**config.mk**
```make
export PLATFORM = sky130hd
export DESIGN_NAME = kmer_window_minimizer
export DESIGN_NICKNAME = d
export VERILOG_FILES = /design/src/sv/kwm_pkg.sv /design/src/sv/kwm_front.sv /design/src/sv/kwm_fifo.sv /design/src/sv/kwm_back.sv /design/src/sv/kmer_window_minimizer.sv
export SDC_FILE = /design/constraint.sdc
export NUM_CORES = 2
export LEC_CHECK = 0
export BUFFER_PORTS_ARGS = -buffer_cell sky130_fd_sc_hd__buf_2
export CAP_MARGIN = 20
export CELL_PAD_IN_SITES_DETAIL_PLACEMENT = 1
export CELL_PAD_IN_SITES_GLOBAL_PLACEMENT = 2
export CORE_UTILIZATION = 45
export CTS_BUF_LIST = sky130_fd_sc_hd__clkbuf_4
export DETAILED_ROUTE_END_ITERATION = 8
export GPL_TIMING_DRIVEN = 0
export PLACE_DENSITY = 0.81
export SLEW_MARGIN = 40
export SYNTH_ARGS = -nofsm -noshare
export SYNTH_HDL_FRONTEND = slang
export SYNTH_SLANG_ARGS = --single-unit
```
**constraint.sdc**
```tcl
create_clock -name clk_i -period 16.8 [get_ports clk_i]
set_clock_uncertainty 0.15 [all_clocks]
set_input_delay 0.84 -clock clk_i [delete_from_list [all_inputs] [get_ports clk_i]]
set_output_delay 0.84 -clock clk_i [all_outputs]
set_load 0.02 [all_outputs]
```
**src/sv/kwm_pkg.sv**
```systemverilog
// ----------------------------------------------------------------------------
// kwm_pkg
// Shared constants and types of the window minimizer.
// ----------------------------------------------------------------------------
package kwm_pkg;
  localparam int WINDOW_MAX = 16;
  localparam int POS_BITS   = 24;
  localparam int KMER_MAX   = 31;
  localparam int VAL_W      = 2 * KMER_MAX;
  localparam int QIDX_W     = $clog2(WINDOW_MAX + 1);
  localparam int FIFO_DEPTH = 2;

  localparam logic [0:0] REG_KMER_LENGTH  = 1'b0;
  localparam logic [0:0] REG_WINDOW_KMERS = 1'b1;

  typedef struct packed {
    logic [1:0] base_code;
    logic       base_ok;
    logic       seq_end;
  } base_t;

  typedef struct packed {
    logic             kmer_ok;
    logic             kmer_full;
    logic             win_full;
    logic             evict_ok;
    logic [POS_BITS-1:0] evict_pos;
    logic [POS_BITS-1:0] kmer_pos;
    logic [VAL_W-1:0] kmer_val;
    logic             seq_end;
    logic             overflow;
  } job_t;
endpackage

```
**src/sv/kwm_front.sv**
```systemverilog
// ----------------------------------------------------------------------------
// kwm_front
// Rolling k-mer builder and position counter; classifies each base.
// ----------------------------------------------------------------------------
module kwm_front (
  input  logic                 clk_i,
  input  logic                 rst_ni,
  input  logic                 take_i,
  input  kwm_pkg::base_t       base_i,
  input  logic [4:0]           kmer_length_i,
  input  logic [4:0]           window_kmers_i,
  output kwm_pkg::job_t        job_o
);
  import kwm_pkg::*;

  logic [VAL_W-1:0]    roll_q, roll_d;
  logic [4:0]          run_q, run_d;
  logic [4:0]          run_n;
  logic [POS_BITS:0]   idx_q, idx_d;
  logic [5:0]          k_eff, w_eff;
  logic [VAL_W-1:0]    kmask;
  logic                live;
  logic [POS_BITS:0]   idx1, jpos;

  always_comb begin
    k_eff = (kmer_length_i == 5'd0) ? 6'd1 : {1'b0, kmer_length_i};
    w_eff = (window_kmers_i > 5'(WINDOW_MAX)) ? 6'(WINDOW_MAX) : {1'b0, window_kmers_i};
    kmask = ~({VAL_W{1'b1}} << {k_eff, 1'b0});
    live  = !idx_q[POS_BITS];
    idx1  = idx_q + 1'b1;
    jpos  = idx1 - (POS_BITS+1)'(k_eff);
    if (base_i.base_ok) begin
      run_n = (run_q < 5'd31) ? run_q + 5'd1 : run_q;
    end else begin
      run_n = '0;
    end
    roll_d = roll_q;
    run_d  = run_q;
    idx_d  = idx_q;
    if (live) begin
      if (base_i.base_ok) begin
        roll_d = ((roll_q << 2) | VAL_W'(base_i.base_code)) & kmask;
      end else begin
        roll_d = '0;
      end
      run_d = run_n;
      idx_d = idx1;
    end
    if (base_i.seq_end) begin
      roll_d = '0;
      run_d  = '0;
      idx_d  = '0;
    end
    job_o.kmer_full = live && (idx1 >= (POS_BITS+1)'(k_eff));
    job_o.kmer_ok   = job_o.kmer_full && ({1'b0, run_n} >= k_eff) && (w_eff != 6'd0);
    job_o.win_full  = (jpos + 1'b1) >= (POS_BITS+1)'(w_eff);
    job_o.evict_ok  = jpos >= (POS_BITS+1)'(w_eff);
    job_o.evict_pos = POS_BITS'(jpos - (POS_BITS+1)'(w_eff));
    job_o.kmer_pos  = jpos[POS_BITS-1:0];
    job_o.kmer_val  = ((roll_q << 2) | VAL_W'(base_i.base_code)) & kmask;
    job_o.seq_end   = base_i.seq_end;
    job_o.overflow  = live ? idx1[POS_BITS] : 1'b1;
  end

  always_ff @(posedge clk_i or negedge rst_ni) begin
    if (!rst_ni) begin
      roll_q <= '0;
      run_q  <= '0;
      idx_q  <= '0;
    end else if (take_i) begin
      roll_q <= roll_d;
      run_q  <= run_d;
      idx_q  <= idx_d;
    end
  end
endmodule

```
**src/sv/kwm_fifo.sv**
```systemverilog
// ----------------------------------------------------------------------------
// kwm_fifo
// Short job queue between the front and back parts.
// ----------------------------------------------------------------------------
module kwm_fifo (
  input  logic          clk_i,
  input  logic          rst_ni,
  input  logic          push_i,
  input  kwm_pkg::job_t job_i,
  output logic          full_o,
  input  logic          pop_i,
  output logic          empty_o,
  output kwm_pkg::job_t job_o
);
  import kwm_pkg::*;

  job_t       mem_q [FIFO_DEPTH];
  logic       wp_q, rp_q;
  logic [1:0] cnt_q;

  assign full_o  = (cnt_q == 2'(FIFO_DEPTH));
  assign empty_o = (cnt_q == 2'd0);
  assign job_o   = mem_q[rp_q];

  always_ff @(posedge clk_i) begin
    if (push_i) begin
      mem_q[wp_q] <= job_i;
    end
  end

  always_ff @(posedge clk_i or negedge rst_ni) begin
    if (!rst_ni) begin
      wp_q  <= 1'b0;
      rp_q  <= 1'b0;
      cnt_q <= '0;
    end else begin
      if (push_i) wp_q <= ~wp_q;
      if (pop_i) rp_q <= ~rp_q;
      cnt_q <= cnt_q + 2'(push_i) - 2'(pop_i);
    end
  end
endmodule

```
**src/sv/kwm_back.sv**
```systemverilog
// ----------------------------------------------------------------------------
// kwm_back
// Monotone window queue, running best and result register.
// ----------------------------------------------------------------------------
module kwm_back (
  input  logic                    clk_i,
  input  logic                    rst_ni,
  input  logic                    job_valid_i,
  input  kwm_pkg::job_t           job_i,
  output logic                    job_pop_o,
  output logic                    out_valid_o,
  input  logic                    out_stall_i,
  output logic [61:0]             min_kmer_o,
  output logic [kwm_pkg::POS_BITS-1:0] min_position_o,
  output logic                    min_found_o,
  output logic                    length_overflow_o
);
  import kwm_pkg::*;

  logic [VAL_W-1:0]    qv_q [WINDOW_MAX];
  logic [POS_BITS-1:0] qp_q [WINDOW_MAX];
  logic [WINDOW_MAX-1:0] occ_q, occ_d;
  logic [VAL_W-1:0]    best_v_q;
  logic [POS_BITS-1:0] best_p_q;
  logic                best_f_q;
  logic                drop;
  logic [WINDOW_MAX-1:0] keep, occ_s;
  logic [VAL_W-1:0]    hv;
  logic [POS_BITS-1:0] hp;
  logic                hf;
  logic [QIDX_W-1:0]   n_keep;
  logic                res_ready;
  logic                upd;

  assign res_ready = !out_valid_o || !out_stall_i;
  assign job_pop_o = job_valid_i && (!job_i.seq_end || res_ready);

  always_comb begin
    drop = occ_q[0] && job_i.evict_ok && (qp_q[0] <= job_i.evict_pos);
    for (int i = 0; i < WINDOW_MAX; i++) begin
      occ_s[i] = drop ? ((i + 1 < WINDOW_MAX) ? occ_q[(i+1) % WINDOW_MAX] : 1'b0) : occ_q[i];
    end
    for (int i = 0; i < WINDOW_MAX; i++) begin
      keep[i] = occ_s[i] && (drop ? qv_q[(i+1) % WINDOW_MAX] : qv_q[i]) < job_i.kmer_val;
    end
    n_keep = '0;
    for (int i = 0; i < WINDOW_MAX; i++) begin
      if (keep[i]) n_keep = QIDX_W'(i + 1);
    end
    occ_d = '0;
    for (int i = 0; i < WINDOW_MAX; i++) begin
      occ_d[i] = QIDX_W'(i) <= n_keep;
    end
    if (n_keep != '0) begin
      hv = drop ? qv_q[1 % WINDOW_MAX] : qv_q[0];
      hp = drop ? qp_q[1 % WINDOW_MAX] : qp_q[0];
    end else begin
      hv = job_i.kmer_val;
      hp = job_i.kmer_pos;
    end
    hf  = 1'b1;
    upd = job_i.kmer_ok && job_i.win_full && hf && (!best_f_q || hv < best_v_q);
  end

  always_ff @(posedge clk_i) begin
    if (job_pop_o && job_i.kmer_ok) begin
      for (int i = 0; i < WINDOW_MAX; i++) begin
        if (QIDX_W'(i) < n_keep) begin
          qv_q[i] <= drop ? qv_q[(i+1) % WINDOW_MAX] : qv_q[i];
          qp_q[i] <= drop ? qp_q[(i+1) % WINDOW_MAX] : qp_q[i];
        end else if (QIDX_W'(i) == n_keep) begin
          qv_q[i] <= job_i.kmer_val;
          qp_q[i] <= job_i.kmer_pos;
        end
      end
    end
  end

  always_ff @(posedge clk_i or negedge rst_ni) begin
    if (!rst_ni) begin
      occ_q       <= '0;
      best_v_q    <= '0;
      best_p_q    <= '0;
      best_f_q    <= 1'b0;
      out_valid_o <= 1'b0;
      min_kmer_o  <= '0;
      min_position_o <= '0;
      min_found_o <= 1'b0;
      length_overflow_o <= 1'b0;
    end else begin
      if (job_pop_o && job_i.seq_end) begin
        out_valid_o       <= 1'b1;
        min_kmer_o        <= upd ? hv : (best_f_q ? best_v_q : '0);
        min_position_o    <= upd ? hp : (best_f_q ? best_p_q : '0);
        min_found_o       <= upd || best_f_q;
        length_overflow_o <= job_i.overflow;
        occ_q    <= '0;
        best_v_q <= '0;
        best_p_q <= '0;
        best_f_q <= 1'b0;
      end else begin
        if (out_valid_o && !out_stall_i) out_valid_o <= 1'b0;
        if (job_pop_o) begin
          if (job_i.kmer_ok) occ_q <= occ_d;
          else if (job_i.kmer_full) occ_q <= '0;
          if (upd) begin
            best_v_q <= hv;
            best_p_q <= hp;
            best_f_q <= 1'b1;
          end
        end
      end
    end
  end
endmodule

```
**src/sv/kmer_window_minimizer.sv**
```systemverilog
// ----------------------------------------------------------------------------
// kmer_window_minimizer
// Streaming k-mer window minimizer with APB configuration.
// ----------------------------------------------------------------------------
// channel  | direction | fields
// base     | in        | base_code, base_ok, seq_end
// result   | out       | min_kmer, min_position, min_found, length_overflow
// One base per cycle while the job queue has room; the front updates the rolling
// k-mer in the accepting cycle and the back updates the window queue when the
// job leaves a two-entry job queue. A result is registered in the back once
// its last base leaves the job queue unless an earlier result is still stalled.
// Reset clears all sequence state.
// A stalled result holds the next sequence end in the job queue; once the
// queue is full the input stalls.
// ----------------------------------------------------------------------------
module kmer_window_minimizer (
  input  logic        clk_i,
  input  logic        rst_ni,
  input  logic        psel,
  input  logic        penable,
  input  logic        pwrite,
  input  logic [2:0]  paddr,
  input  logic [31:0] pwdata,
  output logic [31:0] prdata,
  output logic        pready,
  input  logic        base_valid_i,
  output logic        base_stall_o,
  input  logic [1:0]  base_code_i,
  input  logic        base_ok_i,
  input  logic        seq_end_i,
  output logic        res_valid_o,
  input  logic        res_stall_i,
  output logic [61:0] min_kmer_o,
  output logic [kwm_pkg::POS_BITS-1:0] min_position_o,
  output logic        min_found_o,
  output logic        length_overflow_o
);
  import kwm_pkg::*;

  logic [4:0] klen_q, wk_q;
  logic       take, full, empty, pop;
  base_t      base;
  job_t       job_in, job_out;

  assign pready = 1'b1;
  always_comb begin
    case (paddr[2])
      REG_KMER_LENGTH:  prdata = {27'd0, klen_q};
      REG_WINDOW_KMERS: prdata = {27'd0, wk_q};
      default:          prdata = '0;
    endcase
  end

  always_ff @(posedge clk_i or negedge rst_ni) begin
    if (!rst_ni) begin
      klen_q <= 5'd15;
      wk_q   <= 5'd10;
    end else if (psel && penable && pwrite && pready) begin
      case (paddr[2])
        REG_KMER_LENGTH:  klen_q <= pwdata[4:0];
        REG_WINDOW_KMERS: wk_q   <= pwdata[4:0];
        default: ;
      endcase
    end
  end

  assign base_stall_o = full;
  assign take = base_valid_i && !full;
  assign base = '{base_code: base_code_i, base_ok: base_ok_i, seq_end: seq_end_i};

  kwm_front u_front (
    .clk_i, .rst_ni, .take_i(take), .base_i(base),
    .kmer_length_i(klen_q), .window_kmers_i(wk_q), .job_o(job_in)
  );

  kwm_fifo u_fifo (
    .clk_i, .rst_ni, .push_i(take), .job_i(job_in), .full_o(full),
    .pop_i(pop), .empty_o(empty), .job_o(job_out)
  );

  kwm_back u_back (
    .clk_i, .rst_ni, .job_valid_i(!empty), .job_i(job_out), .job_pop_o(pop),
    .out_valid_o(res_valid_o), .out_stall_i(res_stall_i),
    .min_kmer_o, .min_position_o, .min_found_o, .length_overflow_o
  );
endmodule

```
==> run_results.csv <==
group,metric,value,unit
routing,ant_nets,0,
floorplan,initial_core_util,0.453,
global_routing,grt_max_degree,79,
timing,hold_viol_final,0,
floorplan,dieArea,0.269,sq mm
timing,fin_crit_sh,0.996,
clock_tree,htreeDepth,6,
yosys,netlist_instances,10674,
timing,worstMarginPinSlew,0.961,ns
timing,max_freq,0.0598,GHz
worst_setup_path,required,18.14,ns
clock_tree,numCtsBuffers,562,
final_layout,syn_to_final_growth,15.5,%
floorplan,die_w,519,um
final_layout,nets,12790,
yosys,synthArstFlopShare,0.155,
place,place_congestion,1.01,
flow_run,drv_cap,0,
routing,drc,0,
worst_setup_path,endpoint_kind,"flop",
worst_setup_path,timing.rr.end,"u_back.min_position_o[8]",
yosys,yosys_warnings,0,
clock_tree,clk_latency,1.58,ns
timing,setup_violations,0,
timing,slew_headroom,0.359,
final_layout,drive_gt1_frac,0.179,
final_layout,postLayoutCoreUtil,0.523,
worst_setup_path,crit_type,"reg2reg",
worst_setup_path,crit_path_start_kind,"flop",
hold_path,holdPathStages,4,
yosys,synth_top_area_frac,0.402,
timing,rsz0062_at_grt,"false",
yosys,synth_area_leaders,"edfxtp_1, mux2i_1, ha_1",
clock_tree,clock_path_buffers,4,
yosys,syn_area,0.120,sq mm
worst_setup_path,path_common_cell,"a21o_1",
worst_setup_path,max_stage_delay,0.84,ns
clock_tree,root_buffer,"clkbuf_4",
global_routing,grt_pass1_wl,716000,um
routing,drt-wirelength-per-cell,32.2,um
clock_tree,cts_tree,"built",
worst_setup_path,cp.depth,49,
routing,dr_total_vias,96308,
hold_path,hold_end,"u_fifo.rp_q",
worst_setup_path,rr_worst_depth,49,
floorplan,design.core.area,0.265,sq mm
worst_setup_path,cp_data_arrival_time,18.07,ns
floorplan,rows,189,
yosys,yosysSeqAreaShare,0.464,
worst_setup_path,path_delay_family,"simple AND/OR/NAND/NOR gates",
yosys,synth_edf_count,1608,
floorplan,io_pins,169,
hold_path,min_from,"res_stall_i",
yosys,synth_top_cell_by_area,"edfxtp_1",
routing,vias_per_cell,6.18,
worst_setup_path,cp_max_fo,19,
place,place_hpwl,396000,um
global_routing,grt_pass1_vias,99782,
worst_setup_path,worst-path-buf-inv,14,
global_routing,grt_usage,0.367,
timing,min_period,16.73,ns
worst_setup_path,regToRegStartpoint,"u_fifo.rp_q",
global_routing,gr-total-overflow,0,
yosys,yosysUniqueCellTypes,99,
global_routing,grt_antenna_before_repair,21,
clock_tree,clkSlewWorstSetupHoldPaths,0.06,ns
timing,slew_viol_final,0,
clock_tree,cts_sinks,1904,
outcome,status,"finished, final reports clean",
hold_path,hold_class,"in2reg",
routing,dr.pass1.iters,6,
yosys,synth_ff_type,"edfxtp_1",
worst_setup_path,crit_path_top_delay_cell,"or4b_1",
yosys,ys_seq_elements,1904,
worst_setup_path,reg2reg_setup_slack,0.07,ns
routing,detail_route.iter0.violations,8400,
place,port_buffers,111,
floorplan,chipHeight,519,um
routing,drt-total-wl,502000,um
yosys,avgSynthCellArea,11.2,sq um
cells in the mapped netlist (22+ instances only):
cell type,number
mux2i_1,1724
edfxtp_1,1608
ha_1,1088
nand2_1,1074
inv_1,880
a21oi_1,428
mux2_2,328
clkbuf_1,323
nor2_1,295
o21ai_0,294
dfrtp_1,290
nor2b_1,180
nand4_1,178
a21o_1,172
a22o_1,154
nand3_1,152
buf_2,139
a41oi_1,124
o21a_1,107
nor3_1,97
buf_1,96
a221o_1,95
a31oi_1,86
a211oi_1,74
and3_1,53
o211ai_1,52
and2_1,50
nor4_1,40
buf_4,39
xnor2_1,39
xor2_1,27
a2111oi_0,26
a211o_1,25
mux2_1,24
and4_1,23
or3_1,22
registers in the layout (all words and copies together), names as in the netlist:
signal                    cells
klen_q                        5
u_back.best_f_q               1
u_back.best_p_q              24
u_back.best_v_q              62
u_back.length_overflow_o      1
u_back.min_found_o            1
u_back.min_kmer_o            62
u_back.min_position_o        24
u_back.occ_q                 16
u_back.out_valid_o            1
u_back.qp_q                 384
u_back.qv_q                 992
u_fifo.cnt_q                  2
u_fifo.mem_q                232
u_fifo.rp_q                   1
u_fifo.wp_q                   1
u_front.idx_q                25
u_front.roll_q               60
u_front.run_q                 5
wk_q                          5
cells by family after synthesis:
logic type	share of synthesized area
compound gates	0.104
mux	0.177
other cells	0.0000625
xor+xnor	0.00481
simple gates	0.0878
buf+inv	0.0494
flops	0.464
fa+ha+maj	0.114
metrics by stage:
stage,hold WS [ns],area (sq um),cells,TNS [ns],worst slack (ns)
2_1_floorplan,0.307,120000,10700,0,3.73
3_3_place_gp,0.330,125000,14344,-9999.73,-8.47
3_5_place_dp,0.335,131000,14579,-369.56,-2.38
4_1_cts,0.0711,139000,15572,0,0.242
5_1_grt,0.175,139000,15583,0,0.0127
6_report,0.179,139000,15594,0,0.0723
area by class of cell:
cell class | instances | area, sq um
clock inverters | 143 | 885
multi-input cells | 7310 | 60000
clock buffers | 811 | 6090
plain buffers | 601 | 3000
fillers | 28321 | 127000
repair buffers | 391 | 5240
well taps | 3533 | 4420
inverters | 884 | 3320
flip-flops and latches | 1904 | 55700
diodes | 17 | 42.5
layout by cell type, fill, tap and decap left out, types with 172 or more instances in the layout:
cell and n:
mux2i_1 1658, edfxtp_1 1608, ha_1 1088, nand2_1 1073
inv_1 879, clkbuf_4 857, a21oi_1 425, mux2_2 328
buf_2 312, dfrtp_1 290, o21ai_0 288, nor2_1 280
clkbuf_1 198, nor2b_1 179, nand4_1 178, a21o_1 172
worst max path at each step:
stage,startpoint,to,slack (ns)
2_1_floorplan,u_fifo.rp_q,u_back.qp_q[1][24],3.73
3_3_place_gp,u_fifo.rp_q,u_back.qp_q[0][32],-8.47
3_5_place_dp,u_fifo.rp_q,u_back.min_position_o[8],-2.38
4_1_cts,u_fifo.rp_q,u_back.min_position_o[8],0.24
5_1_grt,u_fifo.rp_q,u_back.min_position_o[19],0.01
6_report,u_fifo.rp_q,u_back.min_position_o[8],0.07
worst register-to-register path, delay by kind of cell, from the launching register on:
kind | cells | cell delay, ns
and+or+nand+nor | 14 | 5.49
buffers and inverters | 14 | 5.26
AOI/OAI and AO/OA | 15 | 3.60
adders and majority gates | 3 | 0.97
muxes | 3 | 0.87
DFF | 1 | 0.32
routing by layer:
metal / GRT usage / wire, um / vias up / part of all wire
li1: - / - / 41990 / -
met3: 0.0641 / 37200 / 959 / 0.074
met4: 0.206 / 31600 / 4 / 0.063
met2: 0.574 / 224000 / 3777 / 0.45
met5: 0 / 32 / - / 0.000064
met1: 0.481 / 209000 / 49578 / 0.42
timing repair:
item	in CTS	in global routing
hold buffers	34	0
hold endpoints to repair	367	0
setup endpoints to repair	172	165
pin swaps	5	4
resized for setup	40	11
setup buffers	6	3
Power is left out: the tool's default activity adds up to more than one toggle a clock period on the data nets, which glitch-free logic cannot reach.
